[src/sv/bld_pkg.sv]
package bld_pkg;

  // register stages: four arithmetic stages, then four divider stages
  localparam int NFRONT = 4;
  localparam int NDIV   = 4;
  localparam int NSTG   = NFRONT + NDIV;

  localparam logic [7:0] FULL = 8'hFF;

  typedef enum logic [2:0] {
    OP_ADD  = 3'd0,
    OP_WADD = 3'd1,
    OP_MUL  = 3'd2,
    OP_AMUL = 3'd3,
    OP_COMP = 3'd4
  } op_t;

  // per-stage load enables, shared by every channel
  typedef struct packed {
    logic [NDIV-1:0]   div;
    logic [NFRONT-1:0] front;
  } stg_en_t;

  // floor(v/255), exact for v <= 255*255
  function automatic logic [7:0] div255(input logic [15:0] v);
    logic [16:0] t;
    t = 17'(v) + 17'd1 + 17'(v[15:8]);
    return t[15:8];
  endfunction

  function automatic logic [7:0] sat8(input logic [8:0] v);
    return v[8] ? FULL : v[7:0];
  endfunction

endpackage

[src/sv/bld_div.sv]
module bld_div
  import bld_pkg::*;
(
  input  logic                clk,
  input  logic [NDIV-1:0]     en,
  input  logic [15:0]         num,
  input  logic [7:0]          den,
  input  logic                use_quo,
  input  logic [7:0]          res,
  output logic [7:0]          out_val
);

  // restoring division, two quotient bits per stage; quotient fits 8 bits
  logic [15:0] rem_r [0:NDIV-2];
  logic [7:0]  den_r [0:NDIV-1];
  logic [7:0]  quo_r [0:NDIV-1];
  logic        use_r [0:NDIV-1];
  logic [7:0]  res_r [0:NDIV-1];

  for (genvar g = 0; g < NDIV; g++) begin : g_stg
    localparam int B_HI = 7 - 2 * g;
    localparam int B_LO = B_HI - 1;

    logic [15:0] rin, dsh_hi, dsh_lo, rem_mid, rem_nxt;
    logic [7:0]  din, qin, quo_mid, quo_nxt, resin;
    logic        uin;

    if (g == 0) begin : g_first
      assign rin   = num;
      assign din   = den;
      assign qin   = 8'd0;
      assign uin   = use_quo;
      assign resin = res;
    end else begin : g_next
      assign rin   = rem_r[g-1];
      assign din   = den_r[g-1];
      assign qin   = quo_r[g-1];
      assign uin   = use_r[g-1];
      assign resin = res_r[g-1];
    end

    always_comb begin
      dsh_hi  = {8'd0, din} << B_HI;
      dsh_lo  = {8'd0, din} << B_LO;
      rem_mid = rin;
      quo_mid = qin;
      if (rin >= dsh_hi) begin
        rem_mid       = rin - dsh_hi;
        quo_mid[B_HI] = 1'b1;
      end
      rem_nxt = rem_mid;
      quo_nxt = quo_mid;
      if (rem_mid >= dsh_lo) begin
        rem_nxt       = rem_mid - dsh_lo;
        quo_nxt[B_LO] = 1'b1;
      end
    end

    always_ff @(posedge clk) begin
      if (en[g]) begin
        den_r[g] <= din;
        quo_r[g] <= quo_nxt;
        use_r[g] <= uin;
        res_r[g] <= resin;
      end
    end

    if (g < NDIV - 1) begin : g_rem
      always_ff @(posedge clk) begin
        if (en[g]) begin
          rem_r[g] <= rem_nxt;
        end
      end
    end
  end

  assign out_val = use_r[NDIV-1] ? quo_r[NDIV-1] : res_r[NDIV-1];

endmodule

[src/sv/bld_chan.sv]
module bld_chan
  import bld_pkg::*;
(
  input  logic        clk,
  input  stg_en_t     en,
  input  logic [2:0]  op,
  input  logic [7:0]  x,
  input  logic [7:0]  y,
  input  logic [7:0]  p,
  input  logic [7:0]  q,
  input  logic [7:0]  oa_c,
  output logic [7:0]  out_val
);

  // stage a: first products
  logic [2:0]  op_a_r, op_b_r, op_c_r;
  logic [7:0]  p_a_r, p_b_r;
  logic [15:0] m0_a_r, m1_a_r;
  logic [7:0]  res_a_r, res_b_r, res_c_r, res_d_r;
  logic [7:0]  d0_b_r, d1_b_r, d0_c_r;
  logic [15:0] m2_c_r;
  logic [15:0] num_d_r;
  logic [7:0]  den_d_r;
  logic        use_d_r;

  logic [7:0]  ma, mb, mc, md;
  logic [15:0] m0_nxt, m1_nxt;
  logic [7:0]  res_a_nxt;

  always_comb begin
    ma = x;
    mb = p;
    mc = y;
    md = q;
    case (op)
      OP_MUL: begin
        mb = y;
      end
      OP_AMUL: begin
        // 255 - v is the bitwise inverse for 8 bits
        ma = ~x;
        mc = ~y;
      end
      default: begin
      end
    endcase
    m0_nxt    = 16'(ma) * 16'(mb);
    m1_nxt    = 16'(mc) * 16'(md);
    res_a_nxt = (op == OP_ADD) ? sat8(9'(x) + 9'(y)) : 8'd0;
  end

  always_ff @(posedge clk) begin
    if (en.front[0]) begin
      op_a_r  <= op;
      p_a_r   <= p;
      m0_a_r  <= m0_nxt;
      m1_a_r  <= m1_nxt;
      res_a_r <= res_a_nxt;
    end
  end

  // stage b: scale back by 255
  logic [7:0] d0_nxt, d1_nxt, res_b_nxt;

  always_comb begin
    d0_nxt = div255(m0_a_r);
    d1_nxt = div255(m1_a_r);
    case (op_a_r)
      OP_WADD: res_b_nxt = sat8(9'(d0_nxt) + 9'(d1_nxt));
      OP_MUL:  res_b_nxt = d0_nxt;
      default: res_b_nxt = res_a_r;
    endcase
  end

  always_ff @(posedge clk) begin
    if (en.front[1]) begin
      op_b_r  <= op_a_r;
      p_b_r   <= p_a_r;
      d0_b_r  <= d0_nxt;
      d1_b_r  <= d1_nxt;
      res_b_r <= res_b_nxt;
    end
  end

  // stage c: second product
  logic [15:0] m2_nxt;

  always_comb begin
    if (op_b_r == OP_AMUL) begin
      m2_nxt = {8'd0, ~d0_b_r} * {8'd0, ~d1_b_r};
    end else begin
      m2_nxt = 16'(d1_b_r) * {8'd0, ~p_b_r};
    end
  end

  always_ff @(posedge clk) begin
    if (en.front[2]) begin
      op_c_r  <= op_b_r;
      d0_c_r  <= d0_b_r;
      m2_c_r  <= m2_nxt;
      res_c_r <= res_b_r;
    end
  end

  // stage d: composite numerator n*255 for the divider
  logic [7:0]  t_nxt, res_d_nxt;
  logic [8:0]  n_nxt;
  logic [16:0] num_wide;
  logic        use_nxt;

  always_comb begin
    t_nxt    = div255(m2_c_r);
    n_nxt    = 9'(d0_c_r) + 9'(t_nxt);
    num_wide = {n_nxt, 8'd0} - 17'(n_nxt);
    use_nxt  = (op_c_r == OP_COMP) && (oa_c != 8'd0);
    case (op_c_r)
      OP_AMUL: res_d_nxt = t_nxt;
      OP_COMP: res_d_nxt = 8'd0;
      default: res_d_nxt = res_c_r;
    endcase
  end

  always_ff @(posedge clk) begin
    if (en.front[3]) begin
      num_d_r <= num_wide[15:0];
      den_d_r <= oa_c;
      use_d_r <= use_nxt;
      res_d_r <= res_d_nxt;
    end
  end

  bld_div u_div (
    .clk     (clk),
    .en      (en.div),
    .num     (num_d_r),
    .den     (den_d_r),
    .use_quo (use_d_r),
    .res     (res_d_r),
    .out_val (out_val)
  );

endmodule

[src/sv/rgb_blend_unit.sv]
// pipeline: an accepted request moves through the arithmetic stages and then the divider
// stages, and its result is taken while out_ready is high
// throughput: one request per cycle while in_ready is high; four arithmetic stages feed a
// four-stage radix-4 divider used by the composite mode
// bubbles collapse: a stage takes new data whenever it is empty or moving on
// reset (synchronous, active low) clears only the stage valid bits
module rgb_blend_unit
  import bld_pkg::*;
(
  input  logic       clk,
  input  logic       rst_n,
  input  logic       in_valid,
  output logic       in_ready,
  input  logic [2:0] in_operation,
  input  logic [7:0] in_a_red,
  input  logic [7:0] in_a_green,
  input  logic [7:0] in_a_blue,
  input  logic [7:0] in_a_weight,
  input  logic [7:0] in_b_red,
  input  logic [7:0] in_b_green,
  input  logic [7:0] in_b_blue,
  input  logic [7:0] in_b_weight,
  output logic       out_valid,
  input  logic       out_ready,
  output logic [7:0] out_red,
  output logic [7:0] out_green,
  output logic [7:0] out_blue
);

  logic [NSTG-1:0] vld_r, vld_nxt;
  logic [NSTG:0]   rdy;
  stg_en_t         en;

  always_comb begin
    rdy[NSTG] = out_ready;
    for (int k = NSTG - 1; k >= 0; k--) begin
      rdy[k] = !vld_r[k] || rdy[k+1];
    end
  end

  assign en = stg_en_t'(rdy[NSTG-1:0]);

  always_comb begin
    vld_nxt[0] = rdy[0] ? in_valid : vld_r[0];
    for (int k = 1; k < NSTG; k++) begin
      vld_nxt[k] = rdy[k] ? vld_r[k-1] : vld_r[k];
    end
  end

  always_ff @(posedge clk) begin
    if (!rst_n) begin
      vld_r <= '0;
    end else begin
      vld_r <= vld_nxt;
    end
  end

  assign in_ready  = rdy[0];
  assign out_valid = vld_r[NSTG-1];

  // output alpha, shared by the three channels
  logic [15:0] mo_a_r;
  logic [7:0]  p_a_r, oa_b_r, oa_c_r;

  always_ff @(posedge clk) begin
    if (en.front[0]) begin
      mo_a_r <= 16'(in_b_weight) * {8'd0, ~in_a_weight};
      p_a_r  <= in_a_weight;
    end
    if (en.front[1]) begin
      oa_b_r <= p_a_r + div255(mo_a_r);
    end
    if (en.front[2]) begin
      oa_c_r <= oa_b_r;
    end
  end

  bld_chan u_red (
    .clk     (clk),
    .en      (en),
    .op      (in_operation),
    .x       (in_a_red),
    .y       (in_b_red),
    .p       (in_a_weight),
    .q       (in_b_weight),
    .oa_c    (oa_c_r),
    .out_val (out_red)
  );

  bld_chan u_green (
    .clk     (clk),
    .en      (en),
    .op      (in_operation),
    .x       (in_a_green),
    .y       (in_b_green),
    .p       (in_a_weight),
    .q       (in_b_weight),
    .oa_c    (oa_c_r),
    .out_val (out_green)
  );

  bld_chan u_blue (
    .clk     (clk),
    .en      (en),
    .op      (in_operation),
    .x       (in_a_blue),
    .y       (in_b_blue),
    .p       (in_a_weight),
    .q       (in_b_weight),
    .oa_c    (oa_c_r),
    .out_val (out_blue)
  );

endmodule

[config.mk]
export PLATFORM = sky130hd
export DESIGN_NAME = rgb_blend_unit
export DESIGN_NICKNAME = d
export VERILOG_FILES = /design/src/sv/bld_pkg.sv /design/src/sv/bld_div.sv /design/src/sv/bld_chan.sv /design/src/sv/rgb_blend_unit.sv
export SDC_FILE = /design/constraint.sdc
export NUM_CORES = 2
export LEC_CHECK = 0
export ABC_AREA = 0
export BUFFER_PORTS_ARGS = -buffer_cell sky130_fd_sc_hd__buf_2
export CAP_MARGIN = 20
export CORE_UTILIZATION = 55
export DETAILED_ROUTE_END_ITERATION = 10
export GPL_ROUTABILITY_DRIVEN = 0
export GPL_TIMING_DRIVEN = 0
export MAX_ROUTING_LAYER = met4
export PLACE_DENSITY = 0.83
export RECOVER_POWER = 25
export SYNTH_ARGS = -nofsm -noshare
export SYNTH_HDL_FRONTEND = slang
export SYNTH_SLANG_ARGS = --single-unit
[constraint.sdc]
create_clock -name clk -period 13.9 [get_ports clk]
set_input_delay 4.17 -clock clk [delete_from_list [all_inputs] [get_ports clk]]
set_output_delay 4.17 -clock clk [all_outputs]
set_load 0.005 [all_outputs]
==> summary.md <==
| Metric | Value |
|---|---|
| Status | finished clean |
| Total track usage | between 20% and 30% |
| Worst skew pair latency | 0.67 ns |
| Synth area leader | edfxtp_1 |
| Period minus WS final | 11.02 ns |
| Post-synth cell types | 90 |
| RSZ-0062 raised after global routing | no |
| CTS buffer count | 80 |
| Max_cap viols | 0 |
| WL met2 | 79,800 um |
| Htree depth | 3 |
| Critical Path AT | just under 7 ns |
| Max Used Layer | met4 |
| Maximum number of pins on one net before global-route repair | 82 |
| First-pass GRT wire length | 261,000 um |
| CTS tree | done |
| Post-synth EDFFs | ~750 |
| Post_cts resized | 0 |
| Hold Buf Count CTS | 0 |
| Antenna violations before repair | 5 |
| Die Height | between 300 and 400 um |
| I/O pin count | 97 |
| CTS Sinks | roughly 760 |
| Post-synth ARST share | 0% |
| Slack of the worst reg-to-reg path | 7.66 ns |
| Clock Skews | 0.0308 ns |
| Core area | 124,000 um^2 |
| #FFs+latches synth | around 760 |
| Initial Util | 55.7% |
| DP Wirelength | ~130,000 um |
| CP required | 9.73 ns |
| CTS Buffer Depth | 3 |
| Synth top area share | 32.8% |
| Setup Viol. Count Final | 0 |
| Slew margin rel. | 31.5% |
| Main flop type after synthesis | edfxtp_1 |
| Layout cells sized above 1 | 6.82% |
| # Post-CTS Setup Buffers | 0 |
| Die ar. | 127,000 um^2 |
| Drt pass-1 iters | 6 |
| Number of remaining DRC errors | 0 |
| Port Buffer Count | 96 |
| Setup TNS | 0 ns |
| Clock transition at the registers of the reported paths | around 0.06 ns |
| Post-Synthesis Net Count | 8,087 |
| Critical path startpoint category | input port |
| Post-synth top cells | 866 x inv_1, 818 x ha_1, 754 x edfxtp_1, 615 x nor2_1, 499 x fa_1 |
| Post-Route WL | around 160,000 um |
| Area grow syn2layout | 7.89% |
| ANT nets after route | 0 |
| Fmax | 0.0907 GHz |
| Final period utilization | 79.3% |
| Worst Tran Pin Value | 1.03 ns |
| Type of the worst min-delay path | reg2reg |
| WL met1 | 63,400 um |
| WL/cell | 19.0 um |
| Cell with the most instances after synthesis | inv_1 |
| WS Path Type | in2out |
| Nets | just over 8k |
| Vias in the first global route | 51.0k |
| Post-Syn Area | 69,100 um^2 |
| Avg Cell Area, Syn | 10.3 um^2 |
| Register area share after synthesis | between 30% and 40% |
| Post-Syn Instances | 6,699 |
| DR iter-0 viols | around 3.5k |
| Final hold vios | 0 |
| Die width | 356 um |
| Met3 routed WL | 10,500 um |
| Vias | 49.9k |
| Final Max Tran Viols | 0 |
| Worst Setup End Kind | primary output |
| Largest cells by area after synthesis | edfxtp_1 33%, ha_1 15%, fa_1 14%, inv_1 4.7%, nor2b_1 3.6% |
| Synthesis warning total | 0 |
| CTS root buf | clkbuf_16 |
| Filler cells | around 9.6k |
| Floorplan row count | 129 |
| Vias per cell | 5.81 |
| Total congestion overflow | 0 |
| CP Max Fanout | 75 |
## critical path, stage by stage
cell and delay [ns]:
buf_2 0.10, nor2b_1 0.23, and2_1 0.34, and3_1 0.38, and3_1 0.29, and2_1 0.32
nand2_4 0.10, buf_16 0.19, buf_16 0.32, buf_2 0.20
## sequential cells by signal (all words and copies together), names as in the netlist, 20 cells and up
register	flops
u_blue.u_div.rem_r	48
u_blue.u_div.quo_r	20
u_red.u_div.quo_r	20
u_green.u_div.rem_r	48
u_green.u_div.res_r	32
u_green.u_div.quo_r	20
u_blue.u_div.res_r	32
u_red.u_div.rem_r	48
u_red.u_div.res_r	32
## routing by layer
layer  track usage [%]  vias up
li1                  -    23300
met1              30.9    24200
met2              44.9     1941
met3              3.30      526
met4              14.2        0
met5                 -        -
## final cells by class
type                            instances  area [um^2]  share of cell area, %
Buffer                                142          549                  0.737
Clock inverter                         46          465                  0.624
Antenna cell                            3         7.51                 0.0101
Inverter                              868         3270                   4.38
Clock buffer                          100         2120                   2.84
Timing Repair Buffer                  110          783                   1.05
Tap cell                             1637         2050                   2.75
Multi-Input combinational cell       4927        42500                   57.0
Sequential cell                       762        22800                   30.6
## worst paths after layout
check / from / to / cells after the start
setup / recovery: out_ready / in_ready / 10
hold / removal: u_green.u_div.quo_r[0][6]$_DFFE_PP_ / u_green.u_div.quo_r[1][6]$_DFFE_PP_ / 0
setup reg to reg: u_green.u_div.den_r[1][1]$_DFFE_PP_ / u_blue.u_div.rem_r[0][40]$_DFFE_PP_ / 19
hold reg to reg: u_green.u_div.quo_r[0][6]$_DFFE_PP_ / u_green.u_div.quo_r[1][6]$_DFFE_PP_ / 0
## cells in the final DEF, fill, tap and decap left out, drive strengths merged, types with 15 or more instances in the layout
| master | instances |
|---|---|
| a211oi | 27 |
| a21boi | 32 |
| a21o | 92 |
| a21oi | 325 |
| a221o | 15 |
| a22o | 21 |
| a31oi | 18 |
| and2 | 51 |
| and3 | 23 |
| buf | 124 |
| clkbuf | 228 |
| clkinv | 29 |
| edfxtp | 754 |
| fa | 499 |
| ha | 818 |
| inv | 875 |
| mux2 | 93 |
| mux2i | 24 |
| nand2 | 281 |
| nand2b | 158 |
| nand3 | 72 |
| nand4 | 44 |
| nor2 | 616 |
| nor2b | 398 |
| nor3 | 96 |
| nor4 | 28 |
| o21a | 106 |
| o21ai | 215 |
| o21bai | 31 |
| o31ai | 31 |
| o41ai | 16 |
| or2 | 113 |
| or3 | 32 |
| xnor2 | 263 |
| xor2 | 204 |
## kinds of logic (layout without fill, tap and decap cells)
logic type / after synthesis / after routing / share of synthesized area, %
compound gates: 1046 / 1046 / 9.79
buf+inv: 1010 / 1266 / 5.51
fa+ha+maj: 1317 / 1317 / 29.3
xor+xnor: 467 / 467 / 5.92
flops: 762 / 762 / 33.0
simple gates: 1980 / 1980 / 14.6
mux: 117 / 117 / 1.86
other cells: 0 / 3 / 0
## through the flow
stage	utilization (%)	setup slack, ns	std cells	instance area [um^2]	hold slack (ns)
floorplan	-	1.60	6699	69100	0.400
global placement	57.7	-0.358	8432	71600	0.401
detailed placement	57.9	2.83	8444	71900	0.405
CTS	60.0	2.94	8590	74500	0.399
global route	60.0	2.75	8594	74500	0.418
finish	60.0	2.88	8595	74500	0.403
Power is left out: the tool's default activity adds up to more than one toggle a clock period on the data nets, which glitch-free logic cannot reach.
